### src/design/rtfs_pkg.sv
// Shared constants, codes and controller/datapath types for the frame slave.
`timescale 1ns / 1ps
package rtfs_pkg;

  localparam int TABLE_DEPTH = 32;
  localparam int TIMER_BITS  = 16;
  localparam int ADDR_BITS   = (TABLE_DEPTH > 1) ? $clog2(TABLE_DEPTH) : 1;
  localparam int CMP_BITS    = (TIMER_BITS > 16) ? TIMER_BITS : 16;

  localparam int FRAME_LEN   = 7;
  localparam int POS_BITS    = 3;

  localparam int CFG_INDEX_BITS = 1;
  localparam int CFG_DATA_BITS  = 16;
  localparam logic [CFG_INDEX_BITS-1:0] CFG_NODE_ID = 1'd0;
  localparam logic [CFG_INDEX_BITS-1:0] CFG_TIMEOUT = 1'd1;

  localparam logic OP_BYTE = 1'b0;
  localparam logic OP_TICK = 1'b1;

  localparam logic [7:0] TYPE_READ  = 8'd0;
  localparam logic [7:0] TYPE_WRITE = 8'd1;

  localparam logic [7:0] ID_ENTRY   = 8'd1;
  localparam logic [7:0] SYNC_BYTE  = 8'hFF;
  localparam logic [7:0] ENTRY0_RST = 8'hFF;

  localparam logic [2:0] NODE_ID_RST = 3'd1;
  localparam logic [15:0] TIMEOUT_RST = 16'd1000;

  // Commands from the controller to the datapath.
  typedef struct packed {
    logic take;      // an input item transfers this cycle
    logic write;     // a matching write frame completes this cycle
    logic read_hi;   // table read address is address + 1
    logic cap_lo;    // capture the first reply entry
    logic cap_hi;    // capture the second reply entry
    logic send_step; // a reply byte transfers this cycle
  } cmd_t;

  // Status from the datapath to the controller.
  typedef struct packed {
    logic frame_done; // the current byte is the last one of a frame
    logic id_match;
    logic is_read;
    logic is_write;
    logic send_last;  // the reply byte on offer is the final one
  } status_t;

endpackage

### src/design/rtfs_if.sv
// Valid/ready channel interfaces for received items and reply bytes.
`timescale 1ns / 1ps
interface rtfs_in_if;
  logic       valid;
  logic       ready;
  logic       operation;
  logic [7:0] rx_byte;

  modport source (output valid, output operation, output rx_byte, input ready);
  modport sink   (input valid, input operation, input rx_byte, output ready);
endinterface

interface rtfs_out_if;
  logic       valid;
  logic       ready;
  logic [7:0] tx_byte;
  logic       last_byte;

  modport source (output valid, output tx_byte, output last_byte, input ready);
  modport sink   (input valid, input tx_byte, input last_byte, output ready);
endinterface

### src/design/rtfs_ram.sv
// Generic single-write, single-read RAM with registered read data.
`timescale 1ns / 1ps
module rtfs_ram #(
  parameter int WIDTH = 8,
  parameter int DEPTH = 32
) (
  input  logic                                  clk,
  input  logic                                  we,
  input  logic [((DEPTH > 1) ? $clog2(DEPTH) : 1)-1:0] waddr,
  input  logic [WIDTH-1:0]                      wdata,
  input  logic [((DEPTH > 1) ? $clog2(DEPTH) : 1)-1:0] raddr,
  output logic [WIDTH-1:0]                      rdata
);

  logic [WIDTH-1:0] mem [DEPTH];

  always_ff @(posedge clk) begin
    if (we) begin
      mem[waddr] <= wdata;
    end
    rdata <= mem[raddr];
  end

endmodule

### src/design/rtfs_datapath.sv
// Frame capture, tick timer, register table and reply byte selection.
`timescale 1ns / 1ps
module rtfs_datapath (
  input  logic                                  clk,
  input  logic                                  rst,
  input  logic                                  cfg_we,
  input  logic [rtfs_pkg::CFG_INDEX_BITS-1:0]   cfg_index,
  input  logic [rtfs_pkg::CFG_DATA_BITS-1:0]    cfg_data,
  input  logic                                  operation,
  input  logic [7:0]                            rx_byte,
  input  rtfs_pkg::cmd_t                        cmd,
  output rtfs_pkg::status_t                     status,
  output logic [7:0]                            tx_byte,
  output logic                                  last_byte
);
  import rtfs_pkg::*;

  logic [2:0]            node_id;
  logic [15:0]           timeout_ticks;
  logic [POS_BITS-1:0]   byte_position;
  logic [TIMER_BITS-1:0] elapsed_ticks;
  logic                  timer_running;
  logic [7:0]            id_byte;
  logic [7:0]            addr_byte;
  logic [7:0]            type_byte;
  logic [7:0]            data1_byte;
  logic [7:0]            entry_lo;
  logic [7:0]            entry_hi;
  logic [POS_BITS-1:0]   send_idx;
  logic [TABLE_DEPTH-1:0] entry_valid;

  logic [TIMER_BITS-1:0] elapsed_next;
  logic                  timed_out;
  logic [8:0]            lo_addr;
  logic [8:0]            hi_addr;
  logic                  lo_in_range;
  logic                  hi_in_range;
  logic [ADDR_BITS-1:0]  lo_idx;
  logic [ADDR_BITS-1:0]  hi_idx;
  logic                  wr_en;
  logic [7:0]            ram_q;

  always_ff @(posedge clk) begin
    if (rst) begin
      node_id       <= NODE_ID_RST;
      timeout_ticks <= TIMEOUT_RST;
    end else if (cfg_we) begin
      unique case (cfg_index)
        CFG_NODE_ID: node_id       <= cfg_data[2:0];
        CFG_TIMEOUT: timeout_ticks <= cfg_data[15:0];
        default: ;
      endcase
    end
  end

  // The counter saturates, so a timeout above its maximum never fires.
  assign elapsed_next = (elapsed_ticks == {TIMER_BITS{1'b1}}) ? elapsed_ticks
                                                               : elapsed_ticks + 1'b1;
  assign timed_out = CMP_BITS'(elapsed_next) >= CMP_BITS'(timeout_ticks);

  assign status.frame_done = (operation == OP_BYTE) &&
                             (byte_position == POS_BITS'(FRAME_LEN - 1));
  assign status.id_match   = id_byte == {5'd0, node_id};
  assign status.is_read    = type_byte == TYPE_READ;
  assign status.is_write   = type_byte == TYPE_WRITE;
  assign status.send_last  = send_idx == POS_BITS'(FRAME_LEN - 1);

  always_ff @(posedge clk) begin
    if (rst) begin
      byte_position <= '0;
      elapsed_ticks <= '0;
      timer_running <= 1'b0;
    end else if (cmd.take) begin
      if (operation == OP_TICK) begin
        if (timer_running) begin
          if (timed_out) begin
            byte_position <= '0;
            elapsed_ticks <= '0;
            timer_running <= 1'b0;
          end else begin
            elapsed_ticks <= elapsed_next;
          end
        end
      end else if (status.frame_done) begin
        byte_position <= '0;
        elapsed_ticks <= '0;
        timer_running <= 1'b0;
      end else begin
        if (byte_position == '0) begin
          timer_running <= 1'b1;
          elapsed_ticks <= '0;
        end
        byte_position <= byte_position + 1'b1;
      end
    end
  end

  // Only the id, address, type and data1 positions matter at frame end.
  always_ff @(posedge clk) begin
    if (cmd.take && operation == OP_BYTE) begin
      case (byte_position)
        3'd2:    id_byte    <= rx_byte;
        3'd3:    addr_byte  <= rx_byte;
        3'd4:    type_byte  <= rx_byte;
        3'd5:    data1_byte <= rx_byte;
        default: ;
      endcase
    end
  end

  assign lo_addr     = {1'b0, addr_byte};
  assign hi_addr     = lo_addr + 9'd1;
  assign lo_in_range = lo_addr < 9'(TABLE_DEPTH);
  assign hi_in_range = hi_addr < 9'(TABLE_DEPTH);
  assign lo_idx      = lo_addr[ADDR_BITS-1:0];
  assign hi_idx      = hi_addr[ADDR_BITS-1:0];

  assign wr_en = cmd.write && (addr_byte != ID_ENTRY) && lo_in_range;

  rtfs_ram #(
    .WIDTH (8),
    .DEPTH (TABLE_DEPTH)
  ) u_table (
    .clk   (clk),
    .we    (wr_en),
    .waddr (lo_idx),
    .wdata (data1_byte),
    .raddr (cmd.read_hi ? hi_idx : lo_idx),
    .rdata (ram_q)
  );

  // Entries never written read as their reset value.
  always_ff @(posedge clk) begin
    if (rst) begin
      entry_valid <= '0;
    end else if (wr_en) begin
      entry_valid[lo_idx] <= 1'b1;
    end
  end

  function automatic logic [7:0] resolve(input logic [8:0] a, input logic in_range,
                                         input logic [ADDR_BITS-1:0] idx,
                                         input logic vld, input logic [7:0] q,
                                         input logic [2:0] nid);
    logic [7:0] r;
    if (a == {1'b0, ID_ENTRY}) begin
      r = {5'd0, nid};
    end else if (!in_range) begin
      r = 8'd0;
    end else if (vld) begin
      r = q;
    end else begin
      r = (idx == '0) ? ENTRY0_RST : 8'd0;
    end
    return r;
  endfunction

  always_ff @(posedge clk) begin
    if (cmd.cap_lo) begin
      entry_lo <= resolve(lo_addr, lo_in_range, lo_idx, entry_valid[lo_idx], ram_q, node_id);
    end
    if (cmd.cap_hi) begin
      entry_hi <= resolve(hi_addr, hi_in_range, hi_idx, entry_valid[hi_idx], ram_q, node_id);
    end
  end

  always_ff @(posedge clk) begin
    if (rst) begin
      send_idx <= '0;
    end else if (cmd.send_step) begin
      send_idx <= status.send_last ? '0 : send_idx + 1'b1;
    end
  end

  always_comb begin
    unique case (send_idx)
      3'd0, 3'd1: tx_byte = SYNC_BYTE;
      3'd3:       tx_byte = addr_byte;
      3'd5:       tx_byte = entry_lo;
      3'd6:       tx_byte = entry_hi;
      default:    tx_byte = 8'd0;
    endcase
  end

  assign last_byte = status.send_last;

endmodule

### src/design/rtfs_ctrl.sv
// Controller state machine: item intake, table read sequence and reply send.
`timescale 1ns / 1ps
module rtfs_ctrl (
  input  logic              clk,
  input  logic              rst,
  input  logic              in_valid,
  output logic              in_ready,
  output logic              out_valid,
  input  logic              out_ready,
  input  rtfs_pkg::status_t status,
  output rtfs_pkg::cmd_t    cmd
);
  import rtfs_pkg::*;

  localparam logic [2:0] S_IDLE    = 3'd0;
  localparam logic [2:0] S_READ_LO = 3'd1;
  localparam logic [2:0] S_READ_HI = 3'd2;
  localparam logic [2:0] S_LOAD    = 3'd3;
  localparam logic [2:0] S_SEND    = 3'd4;

  logic [2:0] state;
  logic [2:0] state_next;
  logic       take;
  logic       frame_ok;

  assign in_ready  = state == S_IDLE;
  assign out_valid = state == S_SEND;
  assign take      = in_valid && in_ready;
  assign frame_ok  = take && status.frame_done && status.id_match;

  assign cmd.take      = take;
  assign cmd.write     = frame_ok && status.is_write;
  assign cmd.read_hi   = state == S_READ_HI;
  assign cmd.cap_lo    = state == S_READ_HI;
  assign cmd.cap_hi    = state == S_LOAD;
  assign cmd.send_step = out_valid && out_ready;

  always_comb begin
    state_next = state;
    unique case (state)
      S_IDLE: begin
        if (frame_ok && status.is_read) begin
          state_next = S_READ_LO;
        end
      end
      S_READ_LO: state_next = S_READ_HI;
      S_READ_HI: state_next = S_LOAD;
      S_LOAD:    state_next = S_SEND;
      S_SEND: begin
        if (out_ready && status.send_last) begin
          state_next = S_IDLE;
        end
      end
      default:   state_next = S_IDLE;
    endcase
  end

  always_ff @(posedge clk) begin
    if (rst) begin
      state <= S_IDLE;
    end else begin
      state <= state_next;
    end
  end

endmodule

### src/design/register_table_frame_slave_core.sv
// Top level: 7-byte frame slave with a byte register table and read replies.
// Bytes and ticks are taken only while idle. A read frame's last byte starts
// a read of two table entries through one RAM port, then the 7 reply bytes
// go out one per cycle while reply.ready is high; input waits meanwhile.
// Synchronous reset drops any partial frame, stops the timer, sets node id 1
// and timeout 1000; the table reads 0xFF at entry 0 and zero from entry 2 up.
`timescale 1ns / 1ps
module register_table_frame_slave_core (
  input  logic                                clk,
  input  logic                                rst,
  rtfs_in_if.sink                             frame,
  rtfs_out_if.source                          reply,
  input  logic                                cfg_we,
  input  logic [rtfs_pkg::CFG_INDEX_BITS-1:0] cfg_index,
  input  logic [rtfs_pkg::CFG_DATA_BITS-1:0]  cfg_data
);
  import rtfs_pkg::*;

  cmd_t    cmd;
  status_t status;

  rtfs_ctrl u_ctrl (
    .clk       (clk),
    .rst       (rst),
    .in_valid  (frame.valid),
    .in_ready  (frame.ready),
    .out_valid (reply.valid),
    .out_ready (reply.ready),
    .status    (status),
    .cmd       (cmd)
  );

  rtfs_datapath u_datapath (
    .clk       (clk),
    .rst       (rst),
    .cfg_we    (cfg_we),
    .cfg_index (cfg_index),
    .cfg_data  (cfg_data),
    .operation (frame.operation),
    .rx_byte   (frame.rx_byte),
    .cmd       (cmd),
    .status    (status),
    .tx_byte   (reply.tx_byte),
    .last_byte (reply.last_byte)
  );

endmodule
### src/flat_wrapper.sv
// flat-port wrapper written by rule: the top's interface ports become plain ports
module register_table_frame_slave_core_flat import rtfs_pkg::*;
  (clk, rst, cfg_we, cfg_index, cfg_data, frame_valid, frame_operation, frame_rx_byte, frame_ready, reply_valid, reply_tx_byte, reply_last_byte, reply_ready);
  rtfs_in_if frame_i ();
  rtfs_out_if reply_i ();
  input  logic clk;
  input  logic rst;
  input  logic cfg_we;
  input  logic [rtfs_pkg::CFG_INDEX_BITS-1:0] cfg_index;
  input  logic [rtfs_pkg::CFG_DATA_BITS-1:0] cfg_data;
  input wire logic [$bits(frame_i.valid)-1:0] frame_valid;
  input wire logic [$bits(frame_i.operation)-1:0] frame_operation;
  input wire logic [$bits(frame_i.rx_byte)-1:0] frame_rx_byte;
  output wire logic [$bits(frame_i.ready)-1:0] frame_ready;
  output wire logic [$bits(reply_i.valid)-1:0] reply_valid;
  output wire logic [$bits(reply_i.tx_byte)-1:0] reply_tx_byte;
  output wire logic [$bits(reply_i.last_byte)-1:0] reply_last_byte;
  input wire logic [$bits(reply_i.ready)-1:0] reply_ready;
  assign frame_i.valid = frame_valid;
  assign frame_i.operation = frame_operation;
  assign frame_i.rx_byte = frame_rx_byte;
  assign frame_ready = frame_i.ready;
  assign reply_valid = reply_i.valid;
  assign reply_tx_byte = reply_i.tx_byte;
  assign reply_last_byte = reply_i.last_byte;
  assign reply_i.ready = reply_ready;
  register_table_frame_slave_core u_core (.clk(clk), .rst(rst), .frame(frame_i), .reply(reply_i), .cfg_we(cfg_we), .cfg_index(cfg_index), .cfg_data(cfg_data));
endmodule
### config.mk
export PLATFORM = sky130hd
export DESIGN_NAME = register_table_frame_slave_core_flat
export DESIGN_NICKNAME = d
export VERILOG_FILES = /design/src/design/rtfs_pkg.sv /design/src/design/rtfs_if.sv /design/src/design/rtfs_ram.sv /design/src/design/rtfs_datapath.sv /design/src/design/rtfs_ctrl.sv /design/src/design/register_table_frame_slave_core.sv /design/src/flat_wrapper.sv
export SDC_FILE = /design/constraint.sdc
export NUM_CORES = 1
export LEC_CHECK = 0
export BUFFER_PORTS_ARGS = -buffer_cell sky130_fd_sc_hd__buf_2
export CAP_MARGIN = 15
export CORE_MARGIN = 2
export CORE_UTILIZATION = 44
export CTS_CLUSTER_DIAMETER = 50
export DETAILED_ROUTE_END_ITERATION = 8
export SLEW_MARGIN = 20
export SYNTH_ARGS = -nofsm -noshare
export SYNTH_HDL_FRONTEND = slang
export SYNTH_SLANG_ARGS = --single-unit
### constraint.sdc
create_clock -name clk -period 4.6 [get_ports clk]
set_clock_uncertainty 0.15 [all_clocks]
set_input_delay 0.92 -clock clk [delete_from_list [all_inputs] [get_ports clk]]
set_output_delay 0.92 -clock clk [all_outputs]
set_load 0.02 [all_outputs]
---- Yosys cells after proc, flatten, opt, wreduce, memory -nomap -nowiden ----
Memories as Yosys holds them, arrays and structs flattened. A register that Yosys moved wholly into a read port is not among the register bits.
Cells that the tools add are included.
word-level totals
  memories kept ........................... 1
  output and inout port bits .............. 11
  input port bits ......................... 31
  register bits after elaboration ......... 125
  RAM bits ................................ 256
  logic and storage cells ................. 124
operators by class
  reductions and logical operators ........ 32
  equal/unequal tests ..................... 23
  muxes and demuxes ....................... 37
  add/subtract/negate cells ............... 4
  $lt $le $gt $ge ......................... 6
  bitwise operators ....................... 5
memory list
  name                           words  bits a word  read ports  clocked after memory_dff  write ports  RTL line        source
  u_core.u_datapath.u_table.mem  32     8            1           1                         1            rtfs_ram.sv:15  logic [WIDTH-1:0] mem [DEPTH];
operators by type and width
  cell                                                        number
  2-to-1 mux 16 bit                                           6
  2-to-1 mux 3 bit                                            11
  2-to-1 mux 8 bit                                            4
  bitwise OR 32 bit                                           1
  case mux 8 bit (4 select lines)                             1
  == test 3 bit, second input constant                        6
  adder 16 x 1 -> 16 bit, second input constant               1
  == test 16 bit, second input constant                       1
  == test 8 x 1 -> 1 bit, second input constant               2
  greater-or-equal comparator 16 bit                          1
  AND reduction 2 bit                                         8
  == test 3 x 2 -> 1 bit, second input constant               5
  case mux 3 bit (5 select lines)                             1
  logical AND 1 bit                                           12
  less-than comparator 5 x 6 -> 1 bit, second input constant  2
  binary-select mux 1 bit (select 5 bit)                      2
  logical NOT 5 bit                                           2
  2-to-1 mux 1 bit                                            10
  adder 8 x 1 -> 9 bit, second input constant                 1
  == test 9 x 1 -> 1 bit, second input constant               1
  logical NOT 3 bit                                           3
  less-than comparator 9 x 6 -> 1 bit, second input constant  1
  == test 8 x 3 -> 1 bit                                      1
  logical NOT 8 bit                                           1
  other kinds (12)                                            23

---- Longest topological paths before layout ----
Gate-level depths: netlist (run 1).
  depth in word-level cells ............... 9
  depth in mapped cells ................... 16
  gate-level depth less buffers ........... 14

---- By module ----
Synthesis (run 1) repeated with hierarchy kept, for this count alone.
second synthesis, totals
  cells, all modules ...................... 1058
  area total of the unflattened synthesis .. 16510.8 µm²
modules (own cells, without submodules)
  module         cells an instance  area each (µm²)  sequential area each (µm²)  instances
  rtfs_ram       417                10053.4          7847.5                      1
  rtfs_datapath  620                6266.0           2922.8                      1
  rtfs_ctrl      21                 191.4            60.1                        1

---- Worst setup path before layout (run 1) ----
OpenSTA, ideal clock, no wires.
  path type ............................... flip-flop to flip-flop
  start ................................... register u_core.u_datapath.elapsed_ticks[0]
  end ..................................... register u_core.u_datapath.elapsed_ticks[10]
  cell stages (with the launch flop) ...... 16
  path buffers ............................ 1
  setup slack ............................. 444 ps
  data required time ...................... 4375 ps
  data arrival time ....................... 3932 ps
  cell sequence ........................... dfxtp_1 -> ha_1 -> inv_1 -> or4b_2 -> or2_2 -> clkbuf_1 -> nand4_1 -> xnor2_1 -> ha_1 -> a21o_1 -> a21o_1 -> a21oi_1 -> a211oi_1 -> nor4_1 -> o21ai_0 -> a31oi_1
between the ends
  longest elaborated chain between the ends .. 6
  elaborated cells on any way between the ends .. 7
  those cells by class .................... add/sub: 1; order compare: 1; eq/ne: 1; mux: 4
RTL lines
  element                                                          RTL line                                  source
  start, declared                                                  rtfs_datapath.sv:21                       logic [TIMER_BITS-1:0] elapsed_ticks;
  start signal, assigned                                           rtfs_datapath.sv:81                       elapsed_ticks <= elapsed_next;
  adder 16 x 1 -> 16 bit / == test 16 bit (equally long branches)  rtfs_datapath.sv:58, rtfs_datapath.sv:57
  2-to-1 mux 16 bit (*)                                            rtfs_datapath.sv:57                       assign elapsed_next = (elapsed_ticks == {TIMER_BITS{1'b1}}) ? elapsed_ticks
  greater-or-equal comparator 16 bit                               rtfs_datapath.sv:59                       assign timed_out = CMP_BITS'(elapsed_next) >= CMP_BITS'(timeout_ticks);
  2-to-1 mux 16 bit (*)                                            rtfs_datapath.sv:76                       if (timed_out) begin
  2-to-1 mux 16 bit (*)                                            rtfs_datapath.sv:75                       if (timer_running) begin
  2-to-1 mux 16 bit (*)                                            rtfs_datapath.sv:74                       if (operation == OP_TICK) begin
Every way passes the cells marked *; elsewhere a longest branch is shown, timed or not. The select of a mux whose other input is x is not followed.
A chain may end at the register's enable or synchronous reset.

---- Final worst setup path (run 1) ----
  start ................................... register u_core.u_datapath.elapsed_ticks[1]
  end ..................................... register u_core.u_datapath.elapsed_ticks[6]
Same word-level chain as after synthesis.

==> results of run 1 <==
-- routing by layer --
layer | part of all wire | GRT usage | vias up
met3 | 0.053 | 0.03255 | 48
met2 | 0.46 | 0.3042 | 246
met4 | 0.020 | 0.06274 | 0
met5 | 0 | 0 | -
li1 | - | - | 4513
met1 | 0.46 | 0.2733 | 4897
-- cell type report --
| class | instances | area, sq um | share of cell area |
|---|---|---|---|
| clock buffer | 49 | 1129 | 0.05847 |
| clock inverter | 31 | 436.7 | 0.02262 |
| inverter | 31 | 116.4 | 0.006029 |
| multi-input combinational | 657 | 5454 | 0.2826 |
| sequential | 389 | 10830 | 0.5611 |
| tap | 511 | 639.4 | 0.03313 |
| timing repair buffer | 91 | 695.7 | 0.03604 |
-- report_power, final --
part           total, mW  switching, mW  internal [mW]
sequential          3.77         0.0135           3.76
combinational      0.149         0.0868         0.0625
clock               3.74           1.48           2.26
-- kinds of logic (layout without fill, tap and decap cells) --
group / count (synthesis) / count (layout) / share of synthesized area
XOR/XNOR: 26 / 26 / 0.01458
adder cells (fa/ha/maj): 29 / 29 / 0.02180
flip-flops: 389 / 389 / 0.6507
multiplexers: 123 / 123 / 0.1360
AND/OR/NAND/NOR: 313 / 313 / 0.09081
other: 1 / 8 / 0.0002253
buffers and inverters: 87 / 202 / 0.02473
AO/OA/AOI/OAI: 158 / 158 / 0.06119
-- placed cells by master, fill, tap and decap left out, types with 9 or more instances in the layout --
cell type  Yosys  layout
nand2_1      106     106
edfxtp_1     304     304
a21oi_1       70      70
and2_1        10      10
and3_1         9       9
a21o_1        11      11
buf_4          7      40
dfxtp_1       85      85
mux4_2        82      82
ha_1          29      29
inv_1         31      31
clkbuf_16      0      43
o21ai_0       11      11
mux2i_1       36      36
xnor2_1       13      13
nor3_1        13      13
nand3b_1      10      10
xor2_1        11      11
a31oi_1       22      22
nand3_1       12      12
buf_2         17      41
nor2_1        98      97
-- worst paths after layout --
check                           slack, ns  depth (start not counted)                                 end                          startpoint
worst min-delay path                 0.31                          2  u_core.u_datapath.timeout_ticks[1]  u_core.u_datapath.timeout_ticks[1]
worst max register to register       0.35                         14  u_core.u_datapath.elapsed_ticks[6]  u_core.u_datapath.elapsed_ticks[1]
worst min register to register       0.31                          2  u_core.u_datapath.timeout_ticks[1]  u_core.u_datapath.timeout_ticks[1]
worst max-delay path                 0.35                         14  u_core.u_datapath.elapsed_ticks[6]  u_core.u_datapath.elapsed_ticks[1]
-- worst register-to-register path, delay by kind of cell (launching register included) --
kind                       cells  cell delay (ns)
xor gates and xnor gates       1             0.14
adders and majority gates      2             0.48
and+or+nand+nor                4             1.87
AOI/OAI and AO/OA              6             1.04
DFF                            1             0.42
buffers and inverters          1             0.08
-- flip-flops by register name, indices dropped and copies added (netlist names) --
signal                           count
u_core.u_ctrl.state                  3
u_core.u_datapath.addr_byte          8
u_core.u_datapath.byte_position      3
u_core.u_datapath.data1_byte         8
u_core.u_datapath.elapsed_ticks     16
u_core.u_datapath.entry_hi           8
u_core.u_datapath.entry_lo           8
u_core.u_datapath.entry_valid       32
u_core.u_datapath.id_byte            8
u_core.u_datapath.node_id            3
u_core.u_datapath.send_idx           3
u_core.u_datapath.timeout_ticks     16
u_core.u_datapath.timer_running      1
u_core.u_datapath.type_byte          8
u_core.u_datapath.u_table.mem      256
u_core.u_datapath.u_table.rdata      8
==> results.yml, run 1 <==
sta:
  rsz0062_at_grt: "no"
  finalMaxSlewViolations: 0
  finalSetupViolations: 0
  final_hold_viol_count: 0
  min_period_ns: 4.255
  finalWorstSetupSlack_ns: 0.3450
  tightest_slew_ns: 1.054
  fin_hold_ws_ns: 0.3054
  period_share: 0.9250
  max_clock_freq_ghz: 0.2350
  slew_headroom: 0.2975
  setup_tns_ns: 0
synthesis:
  ys_seq_area_frac: 0.6507
  post_synth_instance_area_sq_mm: 0.01664
  synth_seq_cells: 389
  ys_warn_count: 0
  synth-edff-count: 304
  ys.flop_type: "edfxtp_1"
  synthTopCellsByArea: "edfxtp_1 55%, mux4_2 11%, dfxtp_1 10%"
  synth.most_common_cell: "edfxtp_1"
  ys_top_cells_by_count: "304 x edfxtp_1, 106 x nand2_1, 98 x nor2_1, 85 x dfxtp_1, 82 x mux4_2"
  avgSynthCellArea_sq_um: 14.78
  netlist_instances: 1126
  synth_cell_type_count: 65
  synth_top_area_frac: 0.5484
  synth_area_leader_cell: "edfxtp_1"
  async_reset_ff_frac: 0
die:
  fp.dieH_microns: 198.5
  die-area_sq_mm: 0.03940
  dieWidth_microns: 198.5
  num_rows: 71
  start_util: 0.4440
  core_sq_mm: 0.03749
  num_io_pins: 42
grt:
  antenna_found_initial: 0
  grt_use_total: 0.1925
  grt_pass1_vias: 9713
  grt_overflow_total: 0
  grt_pass1_wl_microns: 56970
  grt_max_degree: 68
power_and_ir_drop:
  p_leak_nw: 6.654
  power_mw: 7.660
  ir_worst_vdd_mv: 0.2202
  p_per_area_mw_per_mm2: 396.9
cells_and_area:
  nNetsFinal: 1273
  fin_util: 0.5149
  syn2layout_area_growth_pct: 15.96
  final_area_sq_mm: 0.01930
  fillers: 3179
  fin_cells: 1759
  drive_gt1_frac: 0.2212
  n_antenna_cell: 0
critical_path:
  critPathMaxFanout: 18
  slowest_stage: "or4b_2"
  cp.arrival_ns: 4.59
  crit_family: "simple AND/OR/NAND/NOR gates"
  critPathKind: "reg2reg"
  crit_path_start_kind: "register"
  path_cells: "ha_1 > inv_1 > or4b_2 > or2_2 > nand4_1 > xnor2_1 > ha_1 > a21o_1 > a21o_1 > a21oi_1 > a211oi_1 > nor2_2 > a31oi_1 > a31oi_1"
  cp.required_ns: 4.94
  critPathMaxStageDelay_ns: 0.67
  end_kind: "register"
  crit_buf_inv: 1
drt:
  ant_nets: 0
  vias: 9704
  avgRoutedWirePerCell_microns: 20.91
  drtIter0Drc: 691
  drc: 0
  vias_per_cell: 5.517
  drt_pass1_iterations: 5
  routed_wl_microns: 36780
clocking:
  htree_num_levels: 2
  cts.path.max_buffers: 3
  post_cts_resized: 0
  path_clk_slew_ns: 0.06
  ctsHoldBuffers: 0
  cts_inserted_buffers: 43
  post-cts-setup-buffers: 0
  clockRootBuffer: "clkbuf_16"
  cts_tree: "built"
  worstSkewPairLatency_ns: 0.57
  clkSinkCount: 389
placement:
  dp_cells: 1672
  pre_cts_slack_ns: 0.3790
  dp_hpwl_microns: 23610
  gp_congestion: 0.7731
  post_dp_cell_area_sq_mm: 0.01761
  port_buffers: 41
min_path:
  min_path_type: "reg2reg"
status:
  status: "finished, final reports clean"
flow_run:
  drv_cap: 0
No activity file was read; power rests on OpenSTA's default activity.
==> run 2: changes to the inputs <==
--- a/config.mk
+++ b/config.mk
@@ -14,4 +14,5 @@
 export SLEW_MARGIN = 20
 export SYNTH_ARGS = -nofsm -noshare
 export SYNTH_HDL_FRONTEND = slang
+export SYNTH_HIERARCHICAL = 1
 export SYNTH_SLANG_ARGS = --single-unit
==> run 2 against run 1 <==
  * Register-to-register slack gained 0.05 ns
  * Maximum frequency up 1.1%
  * Hold slack better by 0.0027 ns
  * Total power fell by 4.2%
  * Critical path type unchanged
  * Critical endpoint is now u_core/u_datapath/elapsed_ticks[4]
==> results.yml, run 2 <==
clocking:
  post-cts-setup-buffers: 0
  ctsHoldBuffers: 0
  htree_num_levels: 2
  path_clk_slew_ns: 0.06
  clkSinkCount: 389
  cts_tree: "built"
  post_cts_resized: 0
  cts.path.max_buffers: 3
  cts_inserted_buffers: 45
  worstSkewPairLatency_ns: 0.57
  clockRootBuffer: "clkbuf_16"
synthesis:
  synthTopCellsByArea: "edfxtp_1 55%, mux4_2 13%, dfxtp_1 10%"
  synth.most_common_cell: "edfxtp_1"
  synth_area_leader_cell: "edfxtp_1"
  ys.flop_type: "edfxtp_1"
  synth_cell_type_count: 62
  post_synth_instance_area_sq_mm: 0.01651
  synth_top_area_frac: 0.5529
  synth_seq_cells: 389
  ys_seq_area_frac: 0.6560
  avgSynthCellArea_sq_um: 15.61
  netlist_instances: 1058
  ys_top_cells_by_count: "304 x edfxtp_1, 98 x mux4_2, 92 x nor2_1, 85 x dfxtp_1, 68 x a21oi_1"
  synth_nets: 1118
  async_reset_ff_frac: 0
  synth-edff-count: 304
  ys_warn_count: 6
drt:
  drc: 0
  drtIter0Drc: 727
  avgRoutedWirePerCell_microns: 21.98
  routed_wl_microns: 36100
  drt_pass1_iterations: 5
  vias: 9324
  ant_nets: 0
  vias_per_cell: 5.678
power_and_ir_drop:
  p_leak_nw: 6.464
  p_per_area_mw_per_mm2: 386.0
  power_mw: 7.340
  ir_worst_vdd_mv: 0.2687
sta:
  min_period_ns: 4.208
  setup_tns_ns: 0
  slew_headroom: 0.3670
  finalMaxSlewViolations: 0
  max_clock_freq_ghz: 0.2377
  fin_hold_ws_ns: 0.3081
  rsz0062_at_grt: "no"
  finalSetupViolations: 0
  period_share: 0.9147
  tightest_slew_ns: 0.9461
  final_hold_viol_count: 0
  finalWorstSetupSlack_ns: 0.3925
cells_and_area:
  fin_util: 0.5169
  top_register: "u_core/u_datapath/u_table/mem"
  syn2layout_area_growth_pct: 15.16
  final_area_sq_mm: 0.01901
  largest_reg_flops: 256
  top_regs: "u_core/u_datapath/u_table/mem (256), u_core/u_datapath/entry_valid (32)"
  mostFrequentLayoutCells: "304 x edfxtp_1, 98 x mux4_2, 92 x nor2_1"
  nNetsFinal: 1198
  fin_cells: 1642
  drive_gt1_frac: 0.2411
  fillers: 2992
  n_antenna_cell: 0
  layout_commonest_cell: "edfxtp_1"
critical_path:
  crit_family: "simple AND/OR/NAND/NOR gates"
  critPathLaunch: "u_core/u_datapath/elapsed_ticks[0]"
  end_kind: "register"
  critPathMaxFanout: 13
  critPathMaxStageDelay_ns: 0.69
  cp.required_ns: 4.95
  crit_buf_inv: 1
  slowest_stage: "nor4_4"
  path_cells: "ha_1 > nand4_1 > or4_1 > buf_4 > mux2_1 > ha_1 > and3_1 > o21ai_1 > a311oi_1 > o21a_1 > nor4_4 > a22o_1"
  crit_top_cell: "ha_1"
  critPathKind: "reg2reg"
  cp.arrival_ns: 4.55
  rr_startpoint: "u_core/u_datapath/elapsed_ticks[0]"
  crit_path_start_kind: "register"
grt:
  grt_pass1_wl_microns: 55790
  grt_overflow_total: 0
  grt_pass1_vias: 9201
  grt_max_degree: 65
  grt_use_total: 0.1905
  antenna_found_initial: 0
die:
  core_sq_mm: 0.03679
  start_util: 0.4488
  dieWidth_microns: 197.7
  num_rows: 70
  num_io_pins: 42
  die-area_sq_mm: 0.03909
  fp.dieH_microns: 197.7
placement:
  dp_cells: 1551
  dp_hpwl_microns: 23260
  post_dp_cell_area_sq_mm: 0.01741
  gp_congestion: 0.8410
  pre_cts_slack_ns: 0.4313
  port_buffers: 41
min_path:
  hold_path_startpoint: "u_core/u_datapath/timeout_ticks[1]"
  min_path_type: "reg2reg"
flow_run:
  drv_cap: 0
status:
  status: "finished, final reports clean"
==> run 2: cell count changes after synthesis, sizes merged, moves of 5 or more <==
cell    delta
a221oi     -8
a22o      +11
a31oi     -18
a32o       -8
and3       +9
clkbuf     +5
mux2i     -24
mux4      +16
nand2     -45
nand3      +6
nor2       -8
o211ai     +6
xor2       -7
==> run 2: power breakdown <==
group	leakage, nW	internal [mW]	switching [mW]
Combinational	2.34	0.0354	0.0629
Sequential	3.41	3.75	0.00815
Clock	0.720	2.07	1.41
Total	6.46	5.86	1.48
==> run 2: worst register-to-register path, stage by stage (launching register included) <==
cell	delay, ns
dfxtp_1	0.43
ha_1	0.29
nand4_1	0.19
or4_1	0.53
buf_4	0.22
mux2_1	0.34
ha_1	0.29
and3_1	0.19
o21ai_1	0.12
a311oi_1	0.16
o21a_1	0.32
nor4_4	0.69
a22o_1	0.25
==> run 2: per-layer routing <==
layer | vias to the layer above | track usage | part of all wire
li1 | 4299 | - | -
met1 | 4698 | 0.2673 | 0.45
met2 | 261 | 0.3036 | 0.47
met3 | 66 | 0.03560 | 0.052
met4 | 0 | 0.05904 | 0.024
met5 | - | 0 | 0
==> run 2: cells by family after synthesis <==
| group | count (synthesis) | share of synthesized area |
|---|---|---|
| buffers and inverters | 89 | 0.02410 |
| AND/OR/NAND/NOR | 254 | 0.07578 |
| XOR/XNOR | 23 | 0.01220 |
| flip-flops | 389 | 0.6560 |
| adder cells (fa/ha/maj) | 29 | 0.02198 |
| AO/OA/AOI/OAI | 155 | 0.06290 |
| multiplexers | 119 | 0.1471 |
==> run 2: final cells by class <==
class,instances,area [sq um],share of cell area
flip-flops and latches,389,10830,0.5696
multi-input cells,580,5334,0.2805
repair buffers,91,678.2,0.03566
inverters,31,116.4,0.006120
well taps,468,585.6,0.03080
clock buffers,59,1229,0.06462
clock inverters,24,241.5,0.01270
==> run 2: final timing paths <==
path | slack [ns] | end | cells after the start
worst min-delay path | 0.31 | u_core/u_datapath/timeout_ticks[1] | 2
worst max-delay path | 0.39 | u_core/u_datapath/elapsed_ticks[4] | 12
worst min register to register | 0.31 | u_core/u_datapath/timeout_ticks[1] | 2
worst max register to register | 0.39 | u_core/u_datapath/elapsed_ticks[4] | 12
